==> config.mk <==
export PLATFORM = sky130hd
export DESIGN_NAME = smdm_outq
export DESIGN_NICKNAME = d
export VERILOG_FILES = /design/src/rtl/smdm_pkg.sv /design/src/rtl/smdm_outq.sv
export SDC_FILE = /design/constraint.sdc
export NUM_CORES = 1
export LEC_CHECK = 0
export BUFFER_PORTS_ARGS = -buffer_cell sky130_fd_sc_hd__buf_2
export CORE_MARGIN = 2
export CORE_UTILIZATION = 45
export DETAILED_ROUTE_END_ITERATION = 10
export GPL_ROUTABILITY_DRIVEN = 0
export PLACE_DENSITY = 0.76
export SYNTH_ARGS = -nofsm -noshare
export SYNTH_HDL_FRONTEND = slang
export SYNTH_SLANG_ARGS = --single-unit
==> constraint.sdc <==
create_clock -name clock -period 1.3 [get_ports clock]
set_input_delay 0 -clock clock [delete_from_list [all_inputs] [get_ports clock]]
set_output_delay 0 -clock clock [all_outputs]
set_load 0.05 [all_outputs]
==> src/rtl/smdm_pkg.sv <==
// Package for the serial MRAM device model: opcodes, frame phase type,
// array geometry and the per-word info passed down the result pipeline.
// No dependencies.
package smdm_pkg;

   localparam int ADDR_BITS = 15;
   localparam int MEM_DEPTH = 1 << ADDR_BITS;

   localparam logic [7:0] CMD_WREN  = 8'h06;
   localparam logic [7:0] CMD_WRDI  = 8'h04;
   localparam logic [7:0] CMD_RDSR  = 8'h05;
   localparam logic [7:0] CMD_WRSR  = 8'h01;
   localparam logic [7:0] CMD_READ  = 8'h03;
   localparam logic [7:0] CMD_WRITE = 8'h02;
   localparam logic [7:0] IDLE_BYTE = 8'hFF;

   typedef enum logic [1:0] {
      PH_CMD,
      PH_ADDR_HI,
      PH_ADDR_LO,
      PH_DATA
   } phase_type;

   // one result word on its way to the output register
   typedef struct packed {
      logic       use_mem;
      logic [7:0] miso;
      logic       ignored;
   } rsp_info_type;

endpackage

==> src/rtl/smdm_outq.sv <==
// Result pipeline: a stage that waits for the array read data, then the
// output register that drives the result stream. Depends on smdm_pkg.
module smdm_outq (
   input  logic                   clock,
   input  logic                   reset,
   input  logic                   push,
   input  smdm_pkg::rsp_info_type info,
   input  logic [7:0]             mem_data,
   output logic                   ready,
   output logic                   rsp_tvalid,
   input  logic                   rsp_tready,
   output logic [7:0]             rsp_tdata,
   output logic [0:0]             rsp_tuser
);

   logic s1_valid_ff, s1_valid_in;
   smdm_pkg::rsp_info_type s1_info_ff;
   logic out_valid_ff, out_valid_in;
   logic [7:0] out_miso_ff;
   logic out_ign_ff;
   logic adv;

   assign adv   = s1_valid_ff & (~out_valid_ff | rsp_tready);
   assign ready = ~s1_valid_ff | adv;

   assign s1_valid_in  = push | (s1_valid_ff & ~adv);
   assign out_valid_in = adv | (out_valid_ff & ~rsp_tready);

   always_ff @(posedge clock) begin
      if (reset) begin
         s1_valid_ff  <= 1'b0;
         out_valid_ff <= 1'b0;
      end else begin
         s1_valid_ff  <= s1_valid_in;
         out_valid_ff <= out_valid_in;
      end
   end

   always_ff @(posedge clock) begin
      if (push) begin
         s1_info_ff <= info;
      end
      if (adv) begin
         out_miso_ff <= s1_info_ff.use_mem ? mem_data : s1_info_ff.miso;
         out_ign_ff  <= s1_info_ff.ignored;
      end
   end

   assign rsp_tvalid = out_valid_ff;
   assign rsp_tdata  = out_miso_ff;
   assign rsp_tuser  = out_ign_ff;

endmodule

==> results.py <==
metrics = {
    "worst_setup_path": {
        "r2r_start": "s1_info_ff[9]",
        "timing.critical_path.mode_cell": "dlygate4sd3_1",
        "crit_type": "in2reg",
        "cp_num_buf_inv": 3,
        "start_kind": "input port",
        "crit_fanout": 2,
        "worstPathArrival_ps": 1490,
        "reg2reg_depth": 1,
        "slowest_stage": "dlygate4sd3_1",
        "worst_setup_path_end_kind": "register",
        "reg2reg_slack_ps": 70,
        "crit_family": "buffers and inverters",
        "max_stage_delay_ps": 540,
        "required_ps": 1550,
        "path_cells": "dlygate4sd3_1, buf_2, nand2b_1, a21oi_1, dlygate4sd3_1",
        "r2r-end": "rsp_tdata[2]",
    },
    "sta": {
        "slew_headroom": 0.700,
        "setup_slack_ps": 53.0,
        "setup_tns_ps": 0,
        "drv_slew": 0,
        "final-hold-violation-count": 0,
        "rsz0062_at_grt": "false",
        "skew_ps": 11.1,
        "finalCritPeriodShare": 0.959,
        "timing.fmax_ghz": 0.802,
        "setup_viol": 0,
        "period_minus_slack_ps": 1250,
        "worst_slew_pin_slew_ps": 449,
    },
    "synth": {
        "syn_inst": 37,
        "synth_compound_area_frac": 0.0128,
        "synth_cell_types": 9,
        "synthSimpleGateAreaFrac": 0.0257,
        "syn_nets": 59,
        "synth_top_family_by_area": "multiplexers",
        "ys_seq_elements": 21,
        "synth.area.top_cells": "edfxtp_1 73%, mux2_4 15%, dfxtp_1 5.1%",
        "synth-xor-area-share": 0,
        "synthMuxAreaShare": 0.154,
        "synthesis.area_um2": 779,
        "synth_top_area_cell": "edfxtp_1",
        "yosys.area.top_type_share": 0.732,
        "ys.warnings.count": 0,
        "synthAdderAreaFrac": 0,
        "yosysSeqAreaShare": 0.783,
        "syn_avg_cell_area_um2": 21.1,
    },
    "flow_run": {
        "max_cap_violations": 0,
    },
    "clock_network": {
        "clk_pin_slew_ps": 120,
        "htreeDepth": 1,
        "insertion_delay_ps": 300,
        "cts_buffers": 3,
        "cts_root_buf": "clkbuf_4",
        "cts_max_path_buffers": 2,
        "cts_tree": "done",
        "cts_resized": 0,
        "clock_sinks": 21,
    },
    "floorplan": {
        "placementRows": 15,
        "core_um2": 1670,
        "start_util": 0.467,
        "die_h_um": 45.6,
        "io_pins": 33,
        "dieArea_um2": 2080,
        "die_w_um": 45.6,
    },
    "layout": {
        "layout.cells.most_common": "buf_2",
        "seqCellArea_um2": 612,
        "syn_to_final_growth_pct": 49.9,
        "multi_input_area_um2": 150,
        "mostFrequentLayoutCells": "32 x buf_2, 19 x dlygate4sd3_1, 19 x edfxtp_1",
        "fillerInstances": 114,
        "nNetsFinal": 114,
        "drive_gt1_frac": 0.495,
        "diodes": 0,
    },
    "hold_path": {
        "holdPathStages": 2,
        "min_to": "rsp_tdata[3]",
        "hold_start": "mem_data[3]",
        "holdCritPathClass": "in2reg",
    },
    "global_route": {
        "grt_first_pass_wirelength_mm": 1.86,
        "gr-total-overflow": 0,
        "grt_max_degree": 13,
        "grt_pass1_vias": 464,
        "grt_use_total": 0.134,
        "grt_antenna_before_repair": 0,
    },
    "detailed_routing": {
        "firstDrtPassIters": 4,
        "routed_wirelength_mm": 1.27,
        "viasPerCell": 4.69,
        "ant_nets": 0,
        "vias": 507,
        "drc": 0,
        "dr.first_iter.drc_count": 4,
        "wire_per_inst_um": 11.8,
    },
    "pwr": {
        "power_density_nw_per_um2": 1140,
        "vdd_drop_max_mv": 0.806,
        "p_leak_nw": 0.505,
    },
    "placement": {
        "preCtsSetupSlack_ps": 93.8,
        "port_buffers": 32,
    },
    "status": {
        "status": "finished, final reports clean",
    },
}
-- cell usage after synthesis --
cell type and count:
buf_6 1, dfxtp_1 2, nand2b_1 1, inv_1 2
nand3b_1 1, edfxtp_1 19, mux2_4 8, a21oi_1 2
and2_1 1
-- kinds of logic (layout without fill, tap and decap cells) --
family	after synthesis	in the layout
buf+inv	3	57
mux	8	8
simple gates	3	3
compound gates	2	2
flops	21	21
-- repair_timing --
item / in CTS / in global routing
buffers inserted: 0 / 0
hold endpoints to repair: 16 / 2
hold buffers: 17 / 2
-- report_power, final --
group	internal (W)	switching, W	total [W]	leakage (nW)
Clock	0.000114	0.000182	0.000297	0.0177
Sequential	0.000791	0.0000211	0.000812	0.199
Combinational	0.000114	0.000105	0.000219	0.289
-- per-stage QoR --
stage	util	total power (W)	area [um2]	hold slack [ps]	cells
after global placement	0.569	0.000997	951	164	85
final	0.700	0.00133	1170	7.56	108
after global routing	0.700	0.00139	1170	3.42	108
after CTS	0.688	0.00133	1150	0.0816	106
after detailed placement	0.569	0.00100	951	165	85
after floorplan	-	0.000946	781	61.7	37
-- cell type report --
cell class,instances,share of cell area
repair buffers,51,0.300
clock inverters,1,0.00428
inverters,2,0.00642
flip-flops and latches,21,0.524
clock buffers,3,0.0193
multi-input cells,13,0.128
well taps,17,0.0182
-- flip-flops by register name (all words and copies together), names as in the netlist --
register / flops
rsp_tuser: 1
rsp_tvalid: 1
rsp_tdata: 8
s1_info_ff: 10
s1_valid_ff: 1
-- worst max path at each step --
stage	start	to	depth (start not counted)
finish	rsp_tready	rsp_tvalid	5
global route	rsp_tready	rsp_tvalid	5
CTS	rsp_tready	rsp_tvalid	5
detailed placement	s1_info_ff[9]	rsp_tdata[3]	1
global placement	s1_info_ff[9]	rsp_tdata[0]	1
floorplan	rsp_tvalid	s1_valid_ff	2
-- per-layer routing --
metal	vias up	part of all wire	wire length, um	track usage
li1	246	-	-	-
met4	0	0.0047	6	0.0706
met2	20	0.57	724	0.251
met3	2	0.049	62	0.0238
met5	-	0	0	0
met1	239	0.38	481	0.138
Power figures use the tool's default switching activity.
