## src/rtl/smdm_pkg.sv

```systemverilog
// Package for the serial MRAM device model: opcodes, frame phase type,
// array geometry and the per-word info passed down the result pipeline.
// No dependencies.
package smdm_pkg;

   localparam int ADDR_BITS = 15;
   localparam int MEM_DEPTH = 1 << ADDR_BITS;

   localparam logic [7:0] CMD_WREN  = 8'h06;
   localparam logic [7:0] CMD_WRDI  = 8'h04;
   localparam logic [7:0] CMD_RDSR  = 8'h05;
   localparam logic [7:0] CMD_WRSR  = 8'h01;
   localparam logic [7:0] CMD_READ  = 8'h03;
   localparam logic [7:0] CMD_WRITE = 8'h02;
   localparam logic [7:0] IDLE_BYTE = 8'hFF;

   typedef enum logic [1:0] {
      PH_CMD,
      PH_ADDR_HI,
      PH_ADDR_LO,
      PH_DATA
   } phase_type;

   // one result word on its way to the output register
   typedef struct packed {
      logic       use_mem;
      logic [7:0] miso;
      logic       ignored;
   } rsp_info_type;

endpackage

```

## src/rtl/smdm_ctrl.sv

```systemverilog
// Frame decoder: command, address and data phases, write latch, status bits
// and the array access for each accepted word. Depends on smdm_pkg.
module smdm_ctrl (
   input  logic                           clock,
   input  logic                           reset,
   input  logic                           accept,
   input  logic                           release_cs,
   input  logic [7:0]                     mosi,
   output logic                           push,
   output smdm_pkg::rsp_info_type         info,
   output logic                           mem_rd,
   output logic                           mem_wr,
   output logic [smdm_pkg::ADDR_BITS-1:0] mem_addr
);

   smdm_pkg::phase_type phase_ff, phase_in;
   logic [7:0] opcode_ff, opcode_in;
   logic [smdm_pkg::ADDR_BITS-1:0] addr_ff, addr_in;
   logic latch_ff, latch_in;
   logic [5:0] status_ff, status_in;
   logic [15:0] addr_wide;
   logic known;

   always_ff @(posedge clock) begin
      if (reset) begin
         phase_ff  <= smdm_pkg::PH_CMD;
         opcode_ff <= '0;
         addr_ff   <= '0;
         latch_ff  <= 1'b0;
         status_ff <= '0;
      end else if (accept) begin
         phase_ff  <= phase_in;
         opcode_ff <= opcode_in;
         addr_ff   <= addr_in;
         latch_ff  <= latch_in;
         status_ff <= status_in;
      end
   end

   always_comb begin
      phase_in  = phase_ff;
      opcode_in = opcode_ff;
      addr_in   = addr_ff;
      latch_in  = latch_ff;
      status_in = status_ff;
      addr_wide = '0;
      info.use_mem = 1'b0;
      info.miso    = smdm_pkg::IDLE_BYTE;
      mem_rd = 1'b0;
      mem_wr = 1'b0;
      if (release_cs) begin
         phase_in  = smdm_pkg::PH_CMD;
         opcode_in = '0;
      end else begin
         unique case (phase_ff)
            smdm_pkg::PH_CMD: begin
               opcode_in = mosi;
               if (mosi == smdm_pkg::CMD_WREN) begin
                  latch_in = 1'b1;
               end else if (mosi == smdm_pkg::CMD_WRDI) begin
                  latch_in = 1'b0;
               end
               phase_in = (mosi == smdm_pkg::CMD_READ || mosi == smdm_pkg::CMD_WRITE) ?
                          smdm_pkg::PH_ADDR_HI : smdm_pkg::PH_DATA;
            end
            smdm_pkg::PH_ADDR_HI: begin
               addr_wide = {mosi, 8'h00};
               addr_in   = addr_wide[smdm_pkg::ADDR_BITS-1:0];
               phase_in  = smdm_pkg::PH_ADDR_LO;
            end
            smdm_pkg::PH_ADDR_LO: begin
               addr_wide = 16'(addr_ff) | {8'h00, mosi};
               addr_in   = addr_wide[smdm_pkg::ADDR_BITS-1:0];
               phase_in  = smdm_pkg::PH_DATA;
            end
            smdm_pkg::PH_DATA: begin
               if (opcode_ff == smdm_pkg::CMD_RDSR) begin
                  info.miso = {status_ff, latch_ff, 1'b0};
               end else if (opcode_ff == smdm_pkg::CMD_WRSR) begin
                  if (latch_ff) begin
                     status_in = mosi[7:2];
                  end
               end else if (opcode_ff == smdm_pkg::CMD_READ) begin
                  info.use_mem = 1'b1;
                  mem_rd  = accept;
                  addr_in = addr_ff + 1'b1;
               end else if (opcode_ff == smdm_pkg::CMD_WRITE) begin
                  mem_wr  = accept & latch_ff;
                  addr_in = addr_ff + 1'b1;
               end
            end
            default: begin
               phase_in = smdm_pkg::PH_CMD;
            end
         endcase
      end
      known = (opcode_in == smdm_pkg::CMD_WREN) || (opcode_in == smdm_pkg::CMD_WRDI) ||
              (opcode_in == smdm_pkg::CMD_RDSR) || (opcode_in == smdm_pkg::CMD_WRSR) ||
              (opcode_in == smdm_pkg::CMD_READ) || (opcode_in == smdm_pkg::CMD_WRITE);
      info.ignored = !known ||
                     ((opcode_in == smdm_pkg::CMD_WRITE ||
                       opcode_in == smdm_pkg::CMD_WRSR) && !latch_in);
   end

   assign push     = accept & ~release_cs;
   assign mem_addr = addr_ff;

endmodule

```

## config.mk

```make
export PLATFORM = sky130hd
export DESIGN_NAME = smdm_ctrl
export DESIGN_NICKNAME = d
export VERILOG_FILES = /design/src/rtl/smdm_pkg.sv /design/src/rtl/smdm_ctrl.sv
export SDC_FILE = /design/constraint.sdc
export NUM_CORES = 1
export LEC_CHECK = 0
export BUFFER_PORTS_ARGS = -buffer_cell sky130_fd_sc_hd__buf_2
export CELL_PAD_IN_SITES_DETAIL_PLACEMENT = 0
export CELL_PAD_IN_SITES_GLOBAL_PLACEMENT = 1
export CORE_MARGIN = 2
export CORE_UTILIZATION = 40
export DETAILED_ROUTE_END_ITERATION = 12
export PLACE_DENSITY = 0.82
export RECOVER_POWER = 50
export REMOVE_ABC_BUFFERS = 1
export SLEW_MARGIN = 20
export SYNTH_ARGS = -nofsm -noshare
export SYNTH_HDL_FRONTEND = slang
export SYNTH_SLANG_ARGS = --single-unit
```

## constraint.sdc

```tcl
create_clock -name clock -period 2.6 [get_ports clock]
set_clock_uncertainty 0.2 [all_clocks]
set_input_delay 0.26 -clock clock [delete_from_list [all_inputs] [get_ports clock]]
set_output_delay 0.26 -clock clock [all_outputs]
set_load 0.02 [all_outputs]
```

==> results.md, run 1 <==
Synth:
- After Yosys synthesis, XOR and XNOR cells account for 0% of the synthesized area.
- The cell type contributing the most total cell area after synthesis is sky130_fd_sc_hd__dfxtp_1.
- Of the total synthesized cell area, the portion taken by AND, OR, NAND and NOR gates is 30.85%.
- The top cell type's share of synthesized area is 30.79%.
- Of the synthesized area, sequential elements account for 30.79%.
- The number of distinct library cells after synthesis is 54.
- Counting flops with an async set or reset pin after synthesis yields a share of 0%.
- After synthesis, the share of cell area in mux cells is 5.352%.
- The complex-gate fraction of the synthesized area is 24.11%.
- The average instance area after synthesis is 8.065 um2.
- The number of enable-type register cells in the synthesized netlist is 0.
- After synthesis the cells add up to 2081 um2.
- Sorting the synthesized cells by area gives the leading types as sky130_fd_sc_hd__dfxtp_1 31%, sky130_fd_sc_hd__nand2_1 6.1%, sky130_fd_sc_hd__mux2i_1 4.8%, sky130_fd_sc_hd__ha_1 3.6%, sky130_fd_sc_hd__a32oi_1 3.4%.
- The number of synthesized register bits is 32.
- Counting instances in the post-synthesis netlist gives the leading cell types as 34 x sky130_fd_sc_hd__nand2_1, 32 x sky130_fd_sc_hd__dfxtp_1, 14 x sky130_fd_sc_hd__nand3_1.
- The most instantiated library cell after synthesis is sky130_fd_sc_hd__nand2_1.
- The most used flip-flop cell after synthesis is sky130_fd_sc_hd__dfxtp_1.
- For this run, the number of Yosys warnings is 0.
- The largest family of logic cells by synthesized area is simple AND/OR/NAND/NOR gates.
- The adder-cell share of the synthesized area is 3.608%.
- The cell count after synthesis is 258.

Worst setup path:
- Data arrives at the worst endpoint at 2.18 ns.
- The kind of start point of the critical path is a register.
- In this run the worst path has a maximum fanout of 5.
- The setup path with the least slack is of type reg2out.
- For the worst setup path, the data required time is 2.14 ns.
- The worst setup path is captured at a primary output.

Power:
- The total power draw is 1148 uW.
- The leakage power is 0.0008536 uW.
- For this design the ratio of total power to cell area is 455.4 nW/um2.
- Across the VDD grid, the largest voltage drop is 0.3170 mV.

Drt:
- The post-detailed-routing wire length is 6027 um.
- Across all layers, the routed design uses 2181 vias.
- In the routed layout, each cell is associated on average with a via count of 5.832.
- The number of DRC markers after the initial detailed-route iteration is 148.
- After detailed routing, the number of remaining DRC violations is 0.
- The average wire per standard cell is 16.11 um.
- The post-route antenna net violation count is 0.
- For this run, the detailed router's first-pass iteration total came to 4.

Global routing:
- The maximum number of pins on one net before global-route repair is 24.
- The wire length of the first global-routing pass is 9680 um.
- The via count of the first global-routing pass came to 1975.
- Global routing finished with a remaining overflow of 0.
- The initial antenna violation count was 0.
- The global-route usage over all layers is 20.39%.

Run status:
- The final reports fail on negative setup slack.
- The run finished, with violations left.

Job:
- The count of max-cap constraint violations is 0.

Layout:
- The number of antenna diodes is 0.
- Summing all non-filler instances in the final layout gives an area of 2521 um2.
- The signed area change from the synthesized netlist to the final layout is 21.17%.
- The net count of the finished layout is 321.
- The share of cells above drive strength 1 is 24.34%.

Floorplan:
- The floorplan has 26 rows.
- Pin placement for this block handled 40 I/O pins.
- The placeable core region is 5075 um2.
- The initial utilization of the core area, before any placement, comes to 41.00%.
- The die outline height is 76.13 um.
- The width of the die is 76.13 um.
- The die covers 5795 um2.

Placement:
- The final weighted congestion in routability-driven placement is 0.8684.
- Timing analysis after detailed placement gives a worst setup slack of 0.1441 ns.
- Summing all placed instances gives a cell area of 2374 um2.
- Once detailed placement completed, the half-perimeter wirelength came to 4058 um.
- The quantity of I/O buffers inserted on ports is 39.

Timing:
- The transition time at the pin with the least slew margin is 0.5648 ns.
- The final critical-path setup slack is -0.03608 ns.
- Setup violations remaining at the end of the flow were counted as 1.
- The final cycle utilization of the critical path is 101.4%.
- The final hold slack is 0.07917 ns.
- The worst pin sits at a relative slew slack of 62.06%.
- The clock period minus final worst setup slack is 2.636 ns.
- The count of pins over their slew limit is 0.
- Based on the critical path, the design can be clocked at up to 0.3794 GHz.
- The final-report hold violation count is 0.
- Setup repair after global routing could not meet its margin everywhere.

Worst hold path:
- The min-delay analysis places its worst path in the category in2reg.

Clock network:
- The H-tree was split into 2 levels.
- TritonCTS built the clock tree.
- After clock tree synthesis, the clock-pin slew on the worst setup and hold paths is 0.07 ns.
- The insertion delay of the later-clocked pin in the worst-skew pair is 0.28 ns.
- The number of clock buffers added by TritonCTS is 5.
- For this design, the sink count on the clock tree is 32.
- Clock tree synthesis selected as its root buffer the cell sky130_fd_sc_hd__clkbuf_8.
- The clock tree buffer depth is 2.
-- per-layer routing --
metal | track usage (%) | vias up | wire (um) | part of all wire [%]
met5 | 0 | - | 0 | 0
met4 | 4.545 | 0 | 27 | 0.45
met3 | 4.384 | 2 | 355 | 5.9
met2 | 34.29 | 59 | 2935 | 49
met1 | 26.91 | 1048 | 2708 | 45
li1 | - | 1072 | - | -
-- state kept, by name, summed over array words and instances (netlist names) --
signal,count
latch_ff,1
mem_addr,15
opcode_ff,8
phase_ff,2
status_ff,6
-- cells by family after synthesis --
| group | Yosys count |
|---|---|
| AND/OR/NAND/NOR | 118 |
| multiplexers | 11 |
| buffers and inverters | 26 |
| AO/OA/AOI/OAI | 65 |
| flip-flops | 32 |
| adder cells (fa/ha/maj) | 6 |
-- worst paths after layout --
kind                 from      endpoint  slack, ns  cells after the start
max           phase_ff[1]       info[0]      -0.04                      7
min               mosi[7]  status_ff[5]       0.08                      3
max reg2reg   phase_ff[1]   mem_addr[1]       0.41                      7
min reg2reg  status_ff[4]  status_ff[4]       0.26                      2
-- power by group --
part | internal, uW | total (uW) | switching (uW)
Combinational | 83.8 | 217 | 133
Sequential | 506 | 527 | 21.3
Clock | 216 | 404 | 188
-- critical path, stage by stage (launching register included) --
cell	delay, ns
sky130_fd_sc_hd__dfxtp_2	0.35
sky130_fd_sc_hd__inv_2	0.06
sky130_fd_sc_hd__ha_4	0.16
sky130_fd_sc_hd__mux2_4	0.32
sky130_fd_sc_hd__nor2b_1	0.13
sky130_fd_sc_hd__or4_1	0.46
sky130_fd_sc_hd__a211o_1	0.28
sky130_fd_sc_hd__buf_6	0.13
-- repair_timing --
| action | in CTS | in global routing |
|---|---|---|
| endpoints found under the hold margin | 0 | 0 |
| buffers inserted | 2 | 2 |
| hold buffers | 0 | 0 |
| gates resized for setup | 9 | 5 |
| endpoints found under the setup margin | 7 | 7 |
-- stage by stage --
step                      utilization, %  setup TNS (ns)  cells
final                              49.68        -0.03608    374
after global routing               49.68         -0.1130    374
after CTS                          49.33        -0.04143    372
after detailed placement           46.77               0    362
after global placement             46.77               0    362
after floorplan                        -         -0.4888    242
-- cell type report --
cell class	instances	area (um2)
Clock buffer	8	90.09
Fill cell	542	2554
Inverter	10	40.04
Multi-Input combinational cell	200	1363
Sequential cell	32	645.6
Tap cell	70	87.58
Timing Repair Buffer	54	295.3
-- cells in the final DEF (no fill, tap or decap), drive strengths merged, types with 7 or more instances in the layout --
cell	count
or2	7
clkbuf	23
inv	9
buf	39
a32oi	8
nand4	8
mux2i	10
dfxtp	32
nor4	11
nand3	14
nor2	13
o21ai	12
nand2	34
nor3	7
a21oi	10
No activity file was read; power rests on OpenSTA's default activity.
==> inputs of run 2 (changes only) <==
SETUP_SLACK_MARGIN = 0.1   (was not set)
==> results.md, run 2 (same netlist as run 1, synthesis figures left out) <==
Global routing:
- The via count of the first global-routing pass was 1975 (unchanged).
- The initial antenna violation count is 0 (unchanged).
- The global-route congestion overflow total is 0 (unchanged).
- The wire length of the first global-routing pass was 9680 um (unchanged).
- The global-route usage over all layers is 20.39% (unchanged).
- The maximum number of pins on one net before global-route repair is 24 (unchanged).

Drt:
- The average wire per standard cell was 16.16 um (+0.25%).
- The number of detailed-routing iterations run before antenna repair is 4 (unchanged).
- The total vias in the final route is 2174 (-0.32%).
- The post-route antenna net violation count is 0 (unchanged).
- The number of DRC markers after the initial detailed-route iteration is 154 (+4.1%).
- The ratio of routed vias to standard cells is 5.813 (-0.32%).
- The number of DRC violations after detailed routing was 0 (unchanged).
- The post-detailed-routing wire length is 6042 um (+0.25%).

Layout:
- The flip-flop count of the largest register after layout came to 15 (unchanged).
- The area growth from synthesis to layout is 21.65%.
- The share of cells above drive strength 1 is 25.00% (+0.66 points).
- The net count of the finished layout is 321 (unchanged).
- The most frequent standard cell in the layout excluding fill and tap cells is sky130_fd_sc_hd__nand2_1.
- The number of fill cells came to 541 (-0.18%).
- The final non-filler cell total is 374 (unchanged).
- The number of antenna diodes came to 0 (unchanged).
- The top cell types in the final layout, fill and taps aside, are 34 x sky130_fd_sc_hd__nand2_1, 30 x sky130_fd_sc_hd__dfxtp_1, 23 x sky130_fd_sc_hd__buf_2.
- The final instance area is 2531 um2 (+0.40%).

Worst hold path:
- The startpoint identified for the worst hold timing path is mosi[7].
- The tightest min-delay check is of the in2reg type.
- The number of stages on the worst hold path was 3 (unchanged).
- The worst hold endpoint is status_ff[5].

Worst setup path:
- The kind of start point of the critical path is a register.
- The data required time at the worst endpoint is 2.14 ns (about the same).
- The signal arrival time at the worst endpoint is 2.17 ns (about the same).
- The category of the most critical setup path is reg2out.
- The reg-to-reg setup timing slack is 0.35 ns (-0.06 ns).
- The biggest fanout along the worst timing path is 5 (unchanged).
- The reg-to-reg startpoint is phase_ff[1].
- STA classifies the critical path endpoint as a primary output.
- In this run the critical register-to-register path is captured at mem_addr[1].
- The cell depth of the worst flop-to-flop path was 6 (-1).

Power:
- The ratio of total power to cell area was 453.9 nW/um2 (-0.32%).
- The net switching power was 341.5 uW (-0.21%).
- The worst voltage drop across the vdd grid is 0.3222 mV (+1.6%).
- The cell internal power dissipation is 807.5 uW (+0.19%).
- The part of the power in combinational logic is 19.2% (+0.3 points).
- The switching share of power is 29.72% (-0.084 points).
- The proportion of power drawn by the clock network is 35.0% (-0.2 points).
- The sequential power share came to 45.9% (about the same).
- The leakage power is 0.0008535 uW (about the same).

Clock network:
- The clock sink count was 32 (unchanged).
- The clock tree buffer depth came to 2 (unchanged).
- The number of buffers added by the clock tree synthesis step is 5 (unchanged).
- CTS placed an instance of sky130_fd_sc_hd__clkbuf_8 at the clock tree root.
- The H-tree depth was 2 (unchanged).
- The insertion delay of the later-clocked pin in the worst-skew pair is 0.28 ns (about the same).
- The TritonCTS clock tree is built.
- The clock transition at the register clock pins on the worst setup and hold paths after CTS was 0.07 ns (about the same).

Timing:
- The fmax is 0.3795 GHz (about the same).
- Setup repair after global routing could not meet its margin everywhere.
- The final cycle utilization of the critical path is 101.3% (about the same).
- The final critical-path setup slack is -0.03484 ns (+0.001236 ns).
- The number of failing setup endpoints in the final timing report is 1 (unchanged).
- The count of pins over their slew limit is 0 (unchanged).
- The transition time at the pin with the least slew margin was 0.5689 ns (+0.004084 ns).
- The final-report hold violation count is 0 (unchanged).
- The normalized max-slew margin is 61.78% (-0.27 points).
- The clock period minus final worst setup slack is 2.635 ns (-0.001235 ns).

Run status:
- The checks that failed: negative setup slack.
- The flow ran to the end, but the final reports show violations.

Floorplan:
- The width of the die is 76.13 um (unchanged).
- The effective utilization at floorplan is 41.00% (unchanged).
- The count of standard-cell rows is 26 (unchanged).
- The die area was 5795 um2 (unchanged).
- The placeable core region came to 5075 um2 (unchanged).
- The die outline height is 76.13 um (unchanged).
- The I/O pin total came to 40 (unchanged).

Placement:
- The final weighted congestion in routability-driven placement was 0.8684 (unchanged).
- The number of placed cells counting well taps is 362 (unchanged).
- The quantity of I/O buffers inserted on ports is 39 (unchanged).
- The final HPWL from detailed placement is 4058 um (unchanged).
- The standard cell area after detailed placement is 2374 um2 (unchanged).

Job:
- The count of max-cap constraint violations came to 0 (unchanged).
[run 2: changes by cell type in the layout (fill, tap and decap cells not counted)]
| cell | delta |
|---|---|
| sky130_fd_sc_hd__or3_1 | -1 |
| sky130_fd_sc_hd__nor3_1 | -1 |
| sky130_fd_sc_hd__or3_4 | +1 |
| sky130_fd_sc_hd__nor3_2 | +1 |
[run 2: layer usage]
metal | vias up | global-route usage [%] | wire length (um)
met3 | 2 | 4.384 | 327
met4 | 0 | 4.545 | 24
li1 | 1067 | - | -
met5 | - | 0 | 0
met2 | 59 | 34.29 | 2884
met1 | 1046 | 26.91 | 2805
[run 2: worst max path at each step]
stage	to	cells past startpoint	start	slack (ns)
3_5_place_dp	info[0]	7	phase_ff[0]	0.14
6_report	info[0]	7	phase_ff[0]	-0.03
4_1_cts	info[0]	7	phase_ff[0]	-0.04
5_1_grt	info[0]	7	phase_ff[0]	-0.10
3_3_place_gp	info[0]	7	phase_ff[0]	0.17
2_1_floorplan	info[3]	5	phase_ff[0]	-0.08
[run 2: final cells by class]
type	instances	area [um2]	share of cell area, %
Inverter	10	40.04	1.582
Timing Repair Buffer	54	295.3	11.67
Multi-Input combinational cell	200	1373	54.23
Sequential cell	32	645.6	25.51
Clock buffer	8	90.09	3.559
Tap cell	70	87.58	3.460
[run 2: power groups by stage]
| stage | Sequential (uW) | Clock (uW) | Combinational (uW) |
|---|---|---|---|
| 2_1_floorplan | 542 | 0 | 115 |
| 3_3_place_gp | 536 | 0 | 202 |
| 3_5_place_dp | 537 | 0 | 202 |
| 4_1_cts | 526 | 412 | 211 |
| 5_1_grt | 529 | 438 | 240 |
| 6_report | 527 | 402 | 220 |
[run 2: what timing repair did]
| action | CTS | global route |
|---|---|---|
| pin swaps | 0 | 0 |
| buffers inserted | 2 | 2 |
| setup endpoints to repair | 7 | 9 |
| cloned | 0 | 0 |
| hold buffers | 0 | 0 |
| resized for setup | 9 | 7 |
[run 2: critical path: stages, from the launching register on]
cell                      delay (ns)
sky130_fd_sc_hd__dfxtp_4        0.37
sky130_fd_sc_hd__inv_4          0.05
sky130_fd_sc_hd__ha_4           0.15
sky130_fd_sc_hd__mux2_4         0.31
sky130_fd_sc_hd__nor2b_1        0.13
sky130_fd_sc_hd__or4_1          0.46
sky130_fd_sc_hd__a211o_1        0.28
sky130_fd_sc_hd__buf_6          0.13
[run 2: metrics by stage]
stage	util, %	power [uW]	TNS [ns]	setup WS [ns]	hold slack [ns]
after floorplan	-	656.9	-0.4888	-0.08147	0.1262
after global placement	46.77	737.6	0	0.1698	0.2434
after detailed placement	46.77	738.5	0	0.1441	0.2519
after CTS	49.33	1149	-0.04143	-0.04143	0.06335
after global routing	49.88	1207	-0.1246	-0.1040	0.08478
final	49.88	1149	-0.03484	-0.03484	0.08196
==> inputs of run 3 (changes only) <==
SETUP_SLACK_MARGIN = 0.5   (was 0.1)
SKIP_CTS_REPAIR_TIMING = 1   (was not set)
==> results.md, run 3 (same netlist as run 1, synthesis figures left out) <==
Clock network:
- The H-tree depth was 2 (unchanged).
- The number of buffers added by the clock tree synthesis step is 5 (unchanged).
- The insertion delay of the later-clocked pin in the worst-skew pair came to 0.28 ns (about the same).
- The clock sink count is 32 (unchanged).
- The clock transition at the register clock pins on the worst setup and hold paths after CTS was 0.07 ns (about the same).
- The clock tree buffer depth is 2 (unchanged).
- TritonCTS built the clock tree.
- The clock root buffer is sky130_fd_sc_hd__clkbuf_8.

Power:
- The net switching power is 341.3 uW (about the same).
- The part of the power in combinational logic was 19.1% (about the same).
- The ratio of total power to cell area is 450.5 nW/um2 (-0.76%).
- The cell internal power dissipation came to 807.4 uW (about the same).
- The proportion of power drawn by the clock network is 34.9% (about the same).
- The worst voltage drop across the vdd grid came to 0.3245 mV (+0.72%).
- The switching share of power came to 29.71% (about the same).
- The leakage power is 0.0008455 uW (-0.94%).
- The sequential power share is 46.0% (about the same).

Timing:
- The clock period minus final worst setup slack is 2.656 ns (+0.02067 ns).
- Setup repair after global routing could not meet its margin everywhere.
- The fmax is 0.3766 GHz (-0.78%).
- The final cycle utilization of the critical path was 102.1% (+0.79 points).
- The final-report hold violation count is 0 (unchanged).
- The normalized max-slew margin is 61.23% (-0.55 points).
- The number of failing setup endpoints in the final timing report is 1 (unchanged).
- The count of pins over their slew limit is 0 (unchanged).
- The transition time at the pin with the least slew margin came to 0.5771 ns (+0.008234 ns).
- The final hold slack is 0.07753 ns (-0.004436 ns).
- The final critical-path setup slack was -0.05551 ns (-0.02067 ns).

Global routing:
- The global-route congestion overflow total is 0 (unchanged).
- The initial antenna violation count is 0 (unchanged).
- The wire length of the first global-routing pass is 9466 um (-2.2%).
- The maximum number of pins on one net before global-route repair is 24 (unchanged).
- The global-route usage over all layers is 19.93% (-0.46 points).
- The via count of the first global-routing pass is 1928 (-2.4%).

Layout:
- The flip-flop count of the largest register after layout was 15 (unchanged).
- The utilization of the core after routing is 50.25% (+0.37 points).
- The net count of the finished layout came to 319 (-0.62%).
- Leaving out fill and tap cells, the most frequent cells in the layout are 33 x sky130_fd_sc_hd__nand2_1, 29 x sky130_fd_sc_hd__dfxtp_1, 23 x sky130_fd_sc_hd__buf_2.
- The share of cells above drive strength 1 came to 26.82% (+1.8 points).
- The final instance area came to 2550 um2 (+0.74%).
- Leaving out fill and tap cells, the most frequent cell in the layout is sky130_fd_sc_hd__nand2_1.
- The signed area change from the synthesized netlist to the final layout is 22.55%.
- The final non-filler cell total is 372 (-0.53%).
- The number of antenna diodes was 0 (unchanged).

Worst setup path:
- The number of buffers and inverters on the critical path is 2 (unchanged).
- The reg-to-reg setup timing slack came to 0.40 ns (+0.05 ns).
- STA classifies the critical path startpoint as a register.
- The reg-to-reg startpoint is phase_ff[0].
- The biggest cell delay along the critical path is 0.46 ns (about the same).
- The type of element capturing the critical path is a primary output.
- The biggest fanout along the worst timing path came to 5 (unchanged).
- For this design, the slowest cell found on the critical path is sky130_fd_sc_hd__or4_1.
- The cell depth of the worst flop-to-flop path is 5 (-1).
- The kind of cell adding the most delay to the critical path is simple AND/OR/NAND/NOR gates.
- The critical path is of the reg2out type.
- The number of cells on the critical path is 7 (unchanged).
- The data required time at the worst endpoint is 2.14 ns (about the same).
- The critical register-to-register path endpoint is mem_addr[4].
- The signal arrival time at the worst endpoint is 2.20 ns (+0.03 ns).
- The signal on the critical path passes through inv_2 -> ha_4 -> mux2_4 -> nor2b_1 -> or4_1 -> a211o_1 -> buf_6.

Drt:
- The detailed route wirelength on metal3 is 354 um (+8.3%).
- The post-route antenna net violation count is 0 (unchanged).
- The number of DRC violations after detailed routing is 0 (unchanged).
- The routed metal-1 wire length is 2698 um (-3.8%).
- The post-detailed-routing wire length is 5987 um (-0.91%).
- The highest routing layer actually used is met4.
- The ratio of routed vias to standard cells is 5.874 (+1.0%).
- The total vias in the final route came to 2185 (+0.51%).
- The number of detailed-routing iterations run before antenna repair is 4 (unchanged).
- The routed length on met2 is 2906 um (+0.76%).
- The number of DRC markers after the initial detailed-route iteration is 103 (-33%).
- The average wire per standard cell is 16.09 um (-0.38%).

Floorplan:
- The die outline height is 76.13 um (unchanged).
- The placeable core region came to 5075 um2 (unchanged).
- The width of the die came to 76.13 um (unchanged).
- The effective utilization at floorplan is 41.00% (unchanged).
- The I/O pin total was 40 (unchanged).
- The die area is 5795 um2 (unchanged).
- The count of standard-cell rows is 26 (unchanged).

Placement:
- The final HPWL from detailed placement came to 4058 um (unchanged).
- The final weighted congestion in routability-driven placement was 0.8684 (unchanged).
- The quantity of I/O buffers inserted on ports is 39 (unchanged).
- The number of placed cells counting well taps is 362 (unchanged).
- The pre-CTS worst setup slack is 0.1441 ns (unchanged).
- The standard cell area after detailed placement was 2374 um2 (unchanged).

Worst hold path:
- The worst hold endpoint is status_ff[5].
- The tightest min-delay check is of the in2reg type.
- The startpoint of the worst hold path is mosi[7].
- The number of stages on the worst hold path was 3 (unchanged).

Job:
- The count of max-cap constraint violations is 0 (unchanged).

Run status:
- The run finished, with violations left.
- The final reports fail on negative setup slack.
-- run 3: area by class of cell --
type	instances	area, um2
Clock buffer	8	90.09
Fill cell	543	2525
Inverter	10	40.04
Multi-Input combinational cell	200	1405
Sequential cell	32	646.9
Tap cell	70	87.58
Timing Repair Buffer	52	280.3
-- run 3: metrics by stage --
stage                     TNS (ns)  total power (uW)
after floorplan            -0.4888             656.9
after global placement           0             737.6
after detailed placement         0             738.5
after CTS                  -0.2570              1141
after global routing       -0.1281              1207
final                     -0.05551              1149
-- run 3: worst max-delay path by stage --
stage,slack [ns],start,endpoint
4_1_cts,-0.18,phase_ff[0],info[0]
5_1_grt,-0.13,phase_ff[1],info[0]
2_1_floorplan,-0.08,phase_ff[0],info[3]
3_5_place_dp,0.14,phase_ff[0],info[0]
6_report,-0.06,phase_ff[1],info[0]
3_3_place_gp,0.17,phase_ff[0],info[0]
-- run 3: tightest hold or removal path: cells and delay by family --
family        cells  cell delay (ns)
mux               1             0.06
simple gates      1             0.06
buf+inv           1             0.13
-- run 3: routing by layer --
metal  track usage, %  vias up
met5                0        -
met4            4.545        0
met3            4.384        2
met2            33.21       67
met1            26.45     1052
li1                 -     1064
-- run 3: power by group through the flow --
stage / Sequential [uW] / Clock [uW] / Combinational [uW]
floorplan: 542 / 0 / 115
global placement: 536 / 0 / 202
detailed placement: 537 / 0 / 202
CTS: 525 / 412 / 203
global route: 531 / 437 / 239
finish: 528 / 401 / 219
